<file path="config.mk">
export PLATFORM = sky130hd
export DESIGN_NAME = srt_ctrl
export DESIGN_NICKNAME = d
export VERILOG_FILES = /design/src/srt_pkg.sv /design/src/srt_ctrl.sv
export SDC_FILE = /design/constraint.sdc
export NUM_CORES = 1
export LEC_CHECK = 0
export BUFFER_PORTS_ARGS = -buffer_cell sky130_fd_sc_hd__buf_2
export CORE_UTILIZATION = 50
export DETAILED_ROUTE_END_ITERATION = 10
export HOLD_SLACK_MARGIN = 0.1
export PLACE_DENSITY = 0.9
export REMOVE_ABC_BUFFERS = 1
export SLEW_MARGIN = 30
export SYNTH_ARGS = -nofsm -noshare
export SYNTH_HDL_FRONTEND = slang
export SYNTH_SLANG_ARGS = --single-unit
</file>
<file path="constraint.sdc">
create_clock -name clk_i -period 2.3 [get_ports clk_i]
set_input_delay 0.115 -clock clk_i [delete_from_list [all_inputs] [get_ports clk_i]]
set_output_delay 0.115 -clock clk_i [all_outputs]
set_load 0.01 [all_outputs]
</file>
<file path="src/srt_pkg.sv">
// ----------------------------------------------------------------------------
// srt_pkg: shared types and constants of the scoped record table.
// Holds the request and status codes and the bundles between controller and datapath.
// ----------------------------------------------------------------------------
package srt_pkg;

  localparam int unsigned DefScopeDepth   = 16;
  localparam int unsigned DefTableEntries = 64;
  localparam int unsigned DefPayloadBits  = 32;

  typedef enum logic [2:0] {
    REQ_ENTER      = 3'd0,
    REQ_LEAVE      = 3'd1,
    REQ_GET        = 3'd2,
    REQ_BIND       = 3'd3,
    REQ_COPY       = 3'd4,
    REQ_WRITE_BACK = 3'd5,
    REQ_UPDATE     = 3'd6,
    REQ_CLEAR      = 3'd7
  } req_e;

  typedef enum logic [2:0] {
    ST_OK         = 3'd0,
    ST_EXHAUSTED  = 3'd1,
    ST_ORDER      = 3'd2,
    ST_NOADDR     = 3'd3,
    ST_STACKFULL  = 3'd4,
    ST_TABLEFULL  = 3'd5
  } status_e;

  // Commands from the controller to the datapath.
  typedef struct packed {
    logic load;       // capture the request, clear the search results
    logic scan_clr;   // restart the entry index
    logic look_step;  // innermost search on record_addr, one entry
    logic dest_step;  // innermost search on dest_addr, one entry
    logic put_step;   // top-scope match and free search on the put address
    logic drop_step;  // invalidate entries of the closed scope, one entry
    logic rd_look;    // read the entry found by the lookup
    logic rd_wait;    // latch the read data of the lookup entry
    logic do_enter;
    logic do_leave;
    logic wr_back;    // overwrite the innermost destination entry
    logic wr_put;     // write the put slot
    logic fin;        // form the result
  } srt_cmd_t;

  // Status from the datapath to the controller.
  typedef struct packed {
    logic scan_last;
    req_e req;
    logic rec_zero;
    logic dst_zero;
    logic no_scope;
    logic stack_full;
    logic exhausted;
    logic tok_match;
    logic look_hit;
    logic dest_hit;
    logic put_ok;
  } srt_stat_t;

endpackage

</file>
<file path="src/srt_ctrl.sv">
// ----------------------------------------------------------------------------
// srt_ctrl: request sequencer of the scoped record table.
// Walks the entry table in scan phases and hands the result to the output.
// ----------------------------------------------------------------------------
module srt_ctrl (
  input  logic               clk_i,
  input  logic               rst_ni,
  input  logic               in_valid_i,
  output logic               in_ready_o,
  output logic               out_valid_o,
  input  logic               out_ready_i,
  input  srt_pkg::srt_stat_t stat_i,
  output srt_pkg::srt_cmd_t  cmd_o
);
  import srt_pkg::*;

  typedef enum logic [11:0] {
    S_IDLE  = 12'b0000_0000_0001,
    S_DISP  = 12'b0000_0000_0010,
    S_LOOK  = 12'b0000_0000_0100,
    S_LTAIL = 12'b0000_0000_1000,
    S_RD    = 12'b0000_0001_0000,
    S_RDW   = 12'b0000_0010_0000,
    S_PICK  = 12'b0000_0100_0000,
    S_SCAN2 = 12'b0000_1000_0000,
    S_TAIL2 = 12'b0001_0000_0000,
    S_DEC2  = 12'b0010_0000_0000,
    S_WRITE = 12'b0100_0000_0000,
    S_OUT   = 12'b1000_0000_0000
  } state_e;

  typedef enum logic [1:0] {
    P_DEST = 2'd0,
    P_PUT  = 2'd1,
    P_DROP = 2'd2
  } phase_e;

  state_e state_q, state_d;
  phase_e phase_q, phase_d;
  logic   ovalid_q, ovalid_d;

  assign in_ready_o  = (state_q == S_IDLE);
  assign out_valid_o = ovalid_q;

  always_comb begin
    state_d  = state_q;
    phase_d  = phase_q;
    ovalid_d = ovalid_q;
    cmd_o    = '0;
    if (ovalid_q && out_ready_i) ovalid_d = 1'b0;
    unique case (state_q)
      S_IDLE: begin
        if (in_valid_i) begin
          cmd_o.load = 1'b1;
          state_d    = S_DISP;
        end
      end
      S_DISP: begin
        cmd_o.scan_clr = 1'b1;
        unique case (stat_i.req)
          REQ_ENTER: state_d = S_OUT;
          REQ_LEAVE: begin
            if (stat_i.tok_match) begin
              phase_d = P_DROP;
              state_d = S_SCAN2;
            end else begin
              state_d = S_OUT;
            end
          end
          REQ_BIND, REQ_CLEAR: begin
            if (stat_i.rec_zero || stat_i.no_scope) state_d = S_OUT;
            else begin
              phase_d = P_PUT;
              state_d = S_SCAN2;
            end
          end
          default: state_d = S_LOOK;
        endcase
      end
      S_LOOK: begin
        cmd_o.look_step = 1'b1;
        if (stat_i.scan_last) state_d = S_LTAIL;
      end
      S_LTAIL: state_d = S_RD;
      S_RD: begin
        cmd_o.rd_look = 1'b1;
        state_d       = S_RDW;
      end
      S_RDW: begin
        cmd_o.rd_wait = 1'b1;
        state_d       = S_PICK;
      end
      S_PICK: begin
        cmd_o.scan_clr = 1'b1;
        state_d        = S_SCAN2;
        unique case (stat_i.req)
          REQ_GET: state_d = S_OUT;
          REQ_COPY: begin
            if (stat_i.dst_zero || stat_i.no_scope) state_d = S_OUT;
            else phase_d = P_PUT;
          end
          REQ_WRITE_BACK: begin
            if (stat_i.dst_zero || stat_i.no_scope) state_d = S_OUT;
            else phase_d = P_DEST;
          end
          default: begin
            if (stat_i.rec_zero || stat_i.no_scope || !stat_i.look_hit) state_d = S_OUT;
            else phase_d = P_PUT;
          end
        endcase
      end
      S_SCAN2: begin
        unique case (phase_q)
          P_DEST:  cmd_o.dest_step = 1'b1;
          P_PUT:   cmd_o.put_step  = 1'b1;
          default: cmd_o.drop_step = 1'b1;
        endcase
        if (stat_i.scan_last) state_d = S_TAIL2;
      end
      // The last entry is compared here; the search flags are final in S_DEC2, the cycle after.
      S_TAIL2: state_d = S_DEC2;
      S_DEC2: begin
        if (phase_q == P_DROP) begin
          state_d = S_OUT;
        end else if (phase_q == P_DEST) begin
          if (stat_i.dest_hit) state_d = S_WRITE;
          else begin
            cmd_o.scan_clr = 1'b1;
            phase_d        = P_PUT;
            state_d        = S_SCAN2;
          end
        end else begin
          state_d = stat_i.put_ok ? S_WRITE : S_OUT;
        end
      end
      S_WRITE: begin
        if (phase_q == P_DEST) cmd_o.wr_back = 1'b1;
        else cmd_o.wr_put = 1'b1;
        state_d = S_OUT;
      end
      S_OUT: begin
        if (!ovalid_q || out_ready_i) begin
          cmd_o.fin = 1'b1;
          ovalid_d  = 1'b1;
          state_d   = S_IDLE;
          // The stack moves with the result so that it is formed from the old state.
          if (stat_i.req == REQ_ENTER && !stat_i.exhausted && !stat_i.stack_full) begin
            cmd_o.do_enter = 1'b1;
          end
          if (stat_i.req == REQ_LEAVE && stat_i.tok_match) begin
            cmd_o.do_leave = 1'b1;
          end
        end
      end
      default: state_d = S_IDLE;
    endcase
  end

  always_ff @(posedge clk_i or negedge rst_ni) begin
    if (!rst_ni) begin
      state_q  <= S_IDLE;
      phase_q  <= P_PUT;
      ovalid_q <= 1'b0;
    end else begin
      state_q  <= state_d;
      phase_q  <= phase_d;
      ovalid_q <= ovalid_d;
    end
  end
endmodule

</file>
==> impl_metrics.csv, run 1 <==
group,metric,value,unit
global_route,grt_pass1_wl,5.27,mm
routing,antenna_left,0,
status,status,"complete, but fails checks",
logic_synthesis,synth-seq-cells,15,
routing,routed_wl,3.41,mm
logic_synthesis,yosysWarnings,0,
routing,vias,1219,
floorplanning,io_pins,32,
timing,slew_viol_final,0,
routing,drcViolationCount,0,
logic_synthesis,ys_seq_area_frac,0.348,
status,violations,"negative setup slack",
power_and_ir_drop,p_leak,0.718,nW
timing,worstMarginPinSlew,615,ps
power_and_ir_drop,ir_worst_vdd,546,uV
logic_synthesis,synth_top_cell_by_area,"dfrtp_1",
placement,gp_congestion,0.884,
final_layout,num-nets-final,190,
logic_synthesis,synth_edf_count,0,
timing,setup_viol,2,
setup_path,slowest_stage,"or4_4",
placement,hpwl,2.23,mm
global_route,grt_pass1_vias,1149,
logic_synthesis,synthesis.instances,120,
timing,rsz0062_at_grt,"yes",
routing,drt_iter0_drc,39,
placement,dp.cells,180,
cts,htreeDepth,1,
placement,portBuffers,31,
floorplanning,die_area,2360,sq um
floorplanning,fp.dieH,48.6,um
setup_path,path_max_fanout,5,
hold_path,min_path_type,"in -> reg",
setup_path,crit_path_start_kind,"flop",
final_layout,final_cells,199,
job,drv_cap,0,
timing,clock_skew,6.24,ps
setup_path,endpoint_kind,"output port",
routing,avgViaCountPerCell,6.13,
routing,routedWlPerCell,17.1,um
logic_synthesis,synthTopCellsByArea,"dfrtp_1 30%, nor3b_1 5.5%, dfstp_2 4.8%, nand2_1 4.1%, nor2_1 4.1%",
floorplanning,core_area,2000,sq um
final_layout,area_delta_synth_final,40.7,%
floorplanning,start_util,0.543,
global_route,gr-usage-all-layers,0.291,
setup_path,critical-path-max-stage-delay,580,ps
global_route,grt_max_degree,16,
global_route,overflow,0,
timing,hold_viol_final,0,
cts,cts_buffers,3,
power_and_ir_drop,powerDensity,870,nW/um^2
timing,setup_ws,-25.8,ps
floorplanning,die_w,48.6,um
cts,clockBufferDepth,2,
cts,cts-root-buf,"clkbuf_4",
cts,cts_tree,"yes",
timing,setup_tns,-32.0,ps
cts,clock-sinks,15,
setup_path,path_cells,"or4_4 > or3_4 > nor2b_4 > nand2_2 > nor4_1 > buf_2",
cts,clk_latency,300,ps
logic_synthesis,ys.flop_type,"dfrtp_1",
timing,period_share,1.01,
logic_synthesis,syn_avg_cell_area,9.05,sq um
logic_synthesis,yosysMostFrequentCell,"dfrtp_1",
cts,clk_pin_slew,90,ps
setup_path,worstPathArrival,2210,ps
placement,dp_slack,39.5,ps
timing,max_freq,430,MHz
timing,fin_crit,2330,ps
setup_path,required,2180,ps
final_layout,drive_gt1_frac,0.494,
logic_synthesis,netlist_area,1090,sq um
routing,firstDrtPassIters,6,
global_route,antenna_found_initial,0,
floorplanning,rows,16,
logic_synthesis,synthDistinctLibCells,43,
timing,slew_headroom,0.584,
logic_synthesis,ys_top_cells_by_count,"13 x dfrtp_1, 12 x nand2_1, 12 x nor2_1",
setup_path,crit_type,"reg -> out",
final_layout,antenna_cells,0,
logic_synthesis,synth-async-reset-ratio,1.00,
logic_synthesis,yosys.area.top_type_share,0.300,
[critical path: cells and delay by family, from the launching register on]
| kind | cells | cell delay (ps) |
|---|---|---|
| flops | 1 | 420 |
| buf+inv | 1 | 170 |
| simple gates | 5 | 1330 |
[placed cells by master, fill, tap and decap left out, types with 2 or more instances in the layout]
cell and n:
buf_4 19, nor2_2 2, nor2_1 10, inv_1 4, dlygate4sd3_1 3, nor3b_2 3
or4b_4 2, and3_1 2, nor4_4 2, or4b_2 2, or4_4 5, dfrtp_1 13
nor3b_1 5, buf_2 31, or3_4 4, nand2_1 11, nor4_1 3, nand2b_1 7
clkbuf_4 3, nor3_1 3, a21oi_1 5, dfstp_2 2, or2_2 2, and2_1 3
[power breakdown]
| part | leakage [nW] | switching (W) | internal, W |
|---|---|---|---|
| Sequential | 0.199 | 0.0000607 | 0.000321 |
| Clock | 0.0177 | 0.0000990 | 0.0000650 |
| Combinational | 0.501 | 0.000417 | 0.000366 |
[state kept, by name, summed over array words and instances, names as in the netlist]
| name | count |
|---|---|
| state_q | 12 |
| phase_q | 2 |
| out_valid_o | 1 |
[repair_timing]
| item | in CTS | in global routing |
|---|---|---|
| hold buffers | 3 | 0 |
| buffers inserted | 9 | 3 |
| endpoints found under the setup margin | 11 | 11 |
| resized for setup | 9 | 10 |
| hold endpoints to repair | 17 | 0 |
| pin swaps | 4 | 5 |
[cell families after synthesis]
logic type | Yosys count | synth area share
buffers and inverters | 9 | 0.0403
and+or+nand+nor | 77 | 0.475
AOI/OAI and AO/OA | 18 | 0.129
DFF | 15 | 0.348
xor gates and xnor gates | 1 | 0.00807
[layer usage]
metal  routed length, um  global-route usage  vias up
met1                1310               0.358      577
met4                 121               0.132        0
met3                 219              0.0346       15
li1                    -                   -      556
met2                1760               0.505       71
met5                   0                   0        -
[area by class of cell]
class                           count  area (sq um)
Inverter                            4          15.0
Multi-Input combinational cell     96           746
Clock buffer                        3          22.5
Fill cell                         143           474
Timing Repair Buffer               53           328
Tap cell                           27          33.8
Sequential cell                    15           378
Clock inverter                      1          5.00
[metrics by stage]
stage	cell area [sq um]	util	power, W	hold slack [ps]
after floorplan	1060	-	0.000755	-181
after global routing	1530	0.763	0.00140	134
after CTS	1460	0.731	0.00126	102
final	1530	0.763	0.00133	130
after global placement	1300	0.649	0.000939	32.1
after detailed placement	1300	0.649	0.000974	41.9
[final timing paths]
check                                       start                     end  slack, ps  depth (start not counted)
hold / removal                        out_ready_i   out_valid_o$_DFF_PN0_        130                          3
max in group asynchronous                  rst_ni  phase_q[0]$_DFFE_PN1P_       1760                          2
setup reg to reg           state_q[4]$_DFFE_PN0P_  phase_q[1]$_DFFE_PN0P_         50                          6
min in group asynchronous                  rst_ni  state_q[7]$_DFFE_PN0P_        240                          2
hold reg to reg             out_valid_o$_DFF_PN0_   out_valid_o$_DFF_PN0_        560                          2
setup / recovery           state_q[6]$_DFFE_PN0P_                cmd_o[4]        -30                          6
Power figures use the tool's default switching activity.
==> run 2: changes to the inputs <==
--- a/config.mk
+++ b/config.mk
@@ -15,3 +15,4 @@
 export SYNTH_ARGS = -nofsm -noshare
 export SYNTH_HDL_FRONTEND = slang
 export SYNTH_SLANG_ARGS = --single-unit
+export TNS_END_PERCENT = 20
==> run 2 against run 1 <==
  * The flow still finishes with violations (negative setup slack)
  * Sequential cell count unchanged
  * Non-clock buffer count down 1
  * Combinational power about the same
  * Maximum frequency down 0.54%
  * Via count about the same
  * First-iteration DRC count up 13%
  * Design area down 0.90%
==> impl_metrics.csv, run 2 (synthesized netlist as in run 1, its figures left out) <==
group,metric,value,unit
final_layout,antenna_cells,0,
timing,slew_headroom,0.606,
status,violations,"negative setup slack",
setup_path,worstSetupStartpoint,"state_q[8]$_DFFE_PN0P_",
setup_path,crit_type,"reg -> out",
setup_path,crit_path_start_kind,"flop",
setup_path,r2r_slack,60,ps
final_layout,area_delta_synth_final,39.4,%
placement,placed_area,1300,sq um
floorplanning,io_pins,32,
setup_path,endpoint_kind,"output port",
final_layout,fin_area,1510,sq um
cts,clk_pin_slew,90,ps
floorplanning,start_util,0.543,
timing,period_share,1.02,
final_layout,most-common-layout-cells,"31 x buf_2, 18 x buf_4, 13 x dfrtp_1",
timing,worstMarginPinSlew,582,ps
setup_path,worstPathArrival,2220,ps
job,drv_cap,0,
timing,max_freq,428,MHz
timing,hold_viol_final,0,
setup_path,rr_endpoint,"phase_q[0]$_DFFE_PN1P_",
routing,drt_iter0_drc,44,
power_and_ir_drop,p_total,0.00132,W
routing,drcViolationCount,0,
final_layout,finish.utilization,0.756,
setup_path,required,2180,ps
routing,routedWlPerCell,16.5,um
status,status,"complete, but fails checks",
cts,htreeDepth,1,
placement,dp.cells,180,
cts,cts_tree,"yes",
hold_path,hold_depth,3,
power_and_ir_drop,powerDensity,874,nW/um^2
routing,vias,1218,
final_layout,regArea,378,sq um
setup_path,slowest_stage,"or4b_2",
final_layout,n_fill_cell,146,
hold_path,hold_end,"out_valid_o$_DFF_PN0_",
routing,antenna_left,0,
setup_path,path_cells,"buf_4 > or4b_2 > or3_4 > nor3_1 > buf_2",
final_layout,layout.cells.most_common,"buf_2",
final_layout,final_cells,198,
placement,hpwl,2.23,mm
final_layout,largest_register_ffs,12,
global_route,antenna_found_initial,0,
routing,firstDrtPassIters,4,
cts,clk_latency,300,ps
timing,setup_viol,3,
setup_path,critical-path-max-stage-delay,670,ps
floorplanning,die_w,48.6,um
hold_path,hp-start,"out_ready_i",
timing,setup_ws,-38.3,ps
global_route,grt_pass1_vias,1149,
setup_path,reg2regPathDepth,7,
cts,cts_buffers,3,
timing,clock_skew,7.25,ps
global_route,grt_max_degree,16,
global_route,grt_pass1_wl,5.27,mm
cts,cts-root-buf,"clkbuf_4",
power_and_ir_drop,p_leak,0.712,nW
final_layout,top_register,"state_q",
routing,routed_wl,3.26,mm
global_route,gr-usage-all-layers,0.291,
timing,slew_viol_final,0,
timing,fin_crit,2340,ps
placement,gp_congestion,0.884,
hold_path,min_path_type,"in -> reg",
floorplanning,fp.dieH,48.6,um
floorplanning,rows,16,
power_and_ir_drop,ir_worst_vdd,542,uV
global_route,overflow,0,
floorplanning,core_area,2000,sq um
setup_path,path_max_fanout,4,
routing,avgViaCountPerCell,6.15,
cts,clockBufferDepth,2,
final_layout,num-nets-final,189,
floorplanning,die_area,2360,sq um
placement,portBuffers,31,
timing,rsz0062_at_grt,"yes",
cts,clock-sinks,15,
final_layout,drive_gt1_frac,0.491,
setup_path,r2r_start,"state_q[6]$_DFFE_PN0P_",
final_layout,multiInputGateArea,739,sq um
[run 2: stage by stage]
| stage | setup WS (ps) | hold WS, ps | TNS, ps |
|---|---|---|---|
| floorplan | -12.8 | -181 | -12.8 |
| global placement | 63.7 | 32.1 | 0 |
| detailed placement | 39.5 | 41.9 | 0 |
| CTS | -7.60 | 102 | -10.8 |
| global route | -142 | 134 | -438 |
| finish | -38.3 | 109 | -75.1 |
[run 2: worst max-delay path, delay by kind of cell (launching register included)]
kind / cells / cell delay (ps)
simple gates: 3 / 1200
flops: 1 / 420
buf+inv: 2 / 310
[run 2: worst max path at each step]
stage                             end  slack, ps  cells after the start
2_1_floorplan                cmd_o[4]        -10                      5
3_3_place_gp   phase_q[1]$_DFFE_PN0P_         60                      5
3_5_place_dp   state_q[0]$_DFFE_PN1P_         40                      5
4_1_cts                      cmd_o[4]         -8                      6
5_1_grt                     cmd_o[11]       -140                      6
6_report                     cmd_o[2]        -40                      5
[run 2: final cells by class]
class,count,share of cell area
Clock buffer,3,0.0149
Clock inverter,1,0.00331
Multi-Input combinational cell,96,0.488
Inverter,4,0.00992
Tap cell,27,0.0223
Sequential cell,15,0.250
Timing Repair Buffer,52,0.212
[run 2: metal layers]
layer,up-vias,track usage,part of all wire
met5,-,0,0
met4,0,0.132,0.025
met3,11,0.0346,0.075
met2,73,0.505,0.52
met1,582,0.358,0.38
li1,552,-,-
[run 2: what timing repair did]
| action | 4_1_cts | 5_1_grt |
|---|---|---|
| endpoints found under the setup margin | 11 | 11 |
| hold endpoints to repair | 17 | 0 |
| hold buffers | 3 | 0 |
| gates cloned | 0 | 0 |
| gates resized for setup | 9 | 9 |
| pin swaps | 4 | 5 |
| buffers inserted | 9 | 2 |
[run 2: report_power, final]
part	internal [W]	switching, W
Sequential	0.000321	0.0000576
Combinational	0.000367	0.000416
Clock	0.0000650	0.0000971
Total	0.000752	0.000571
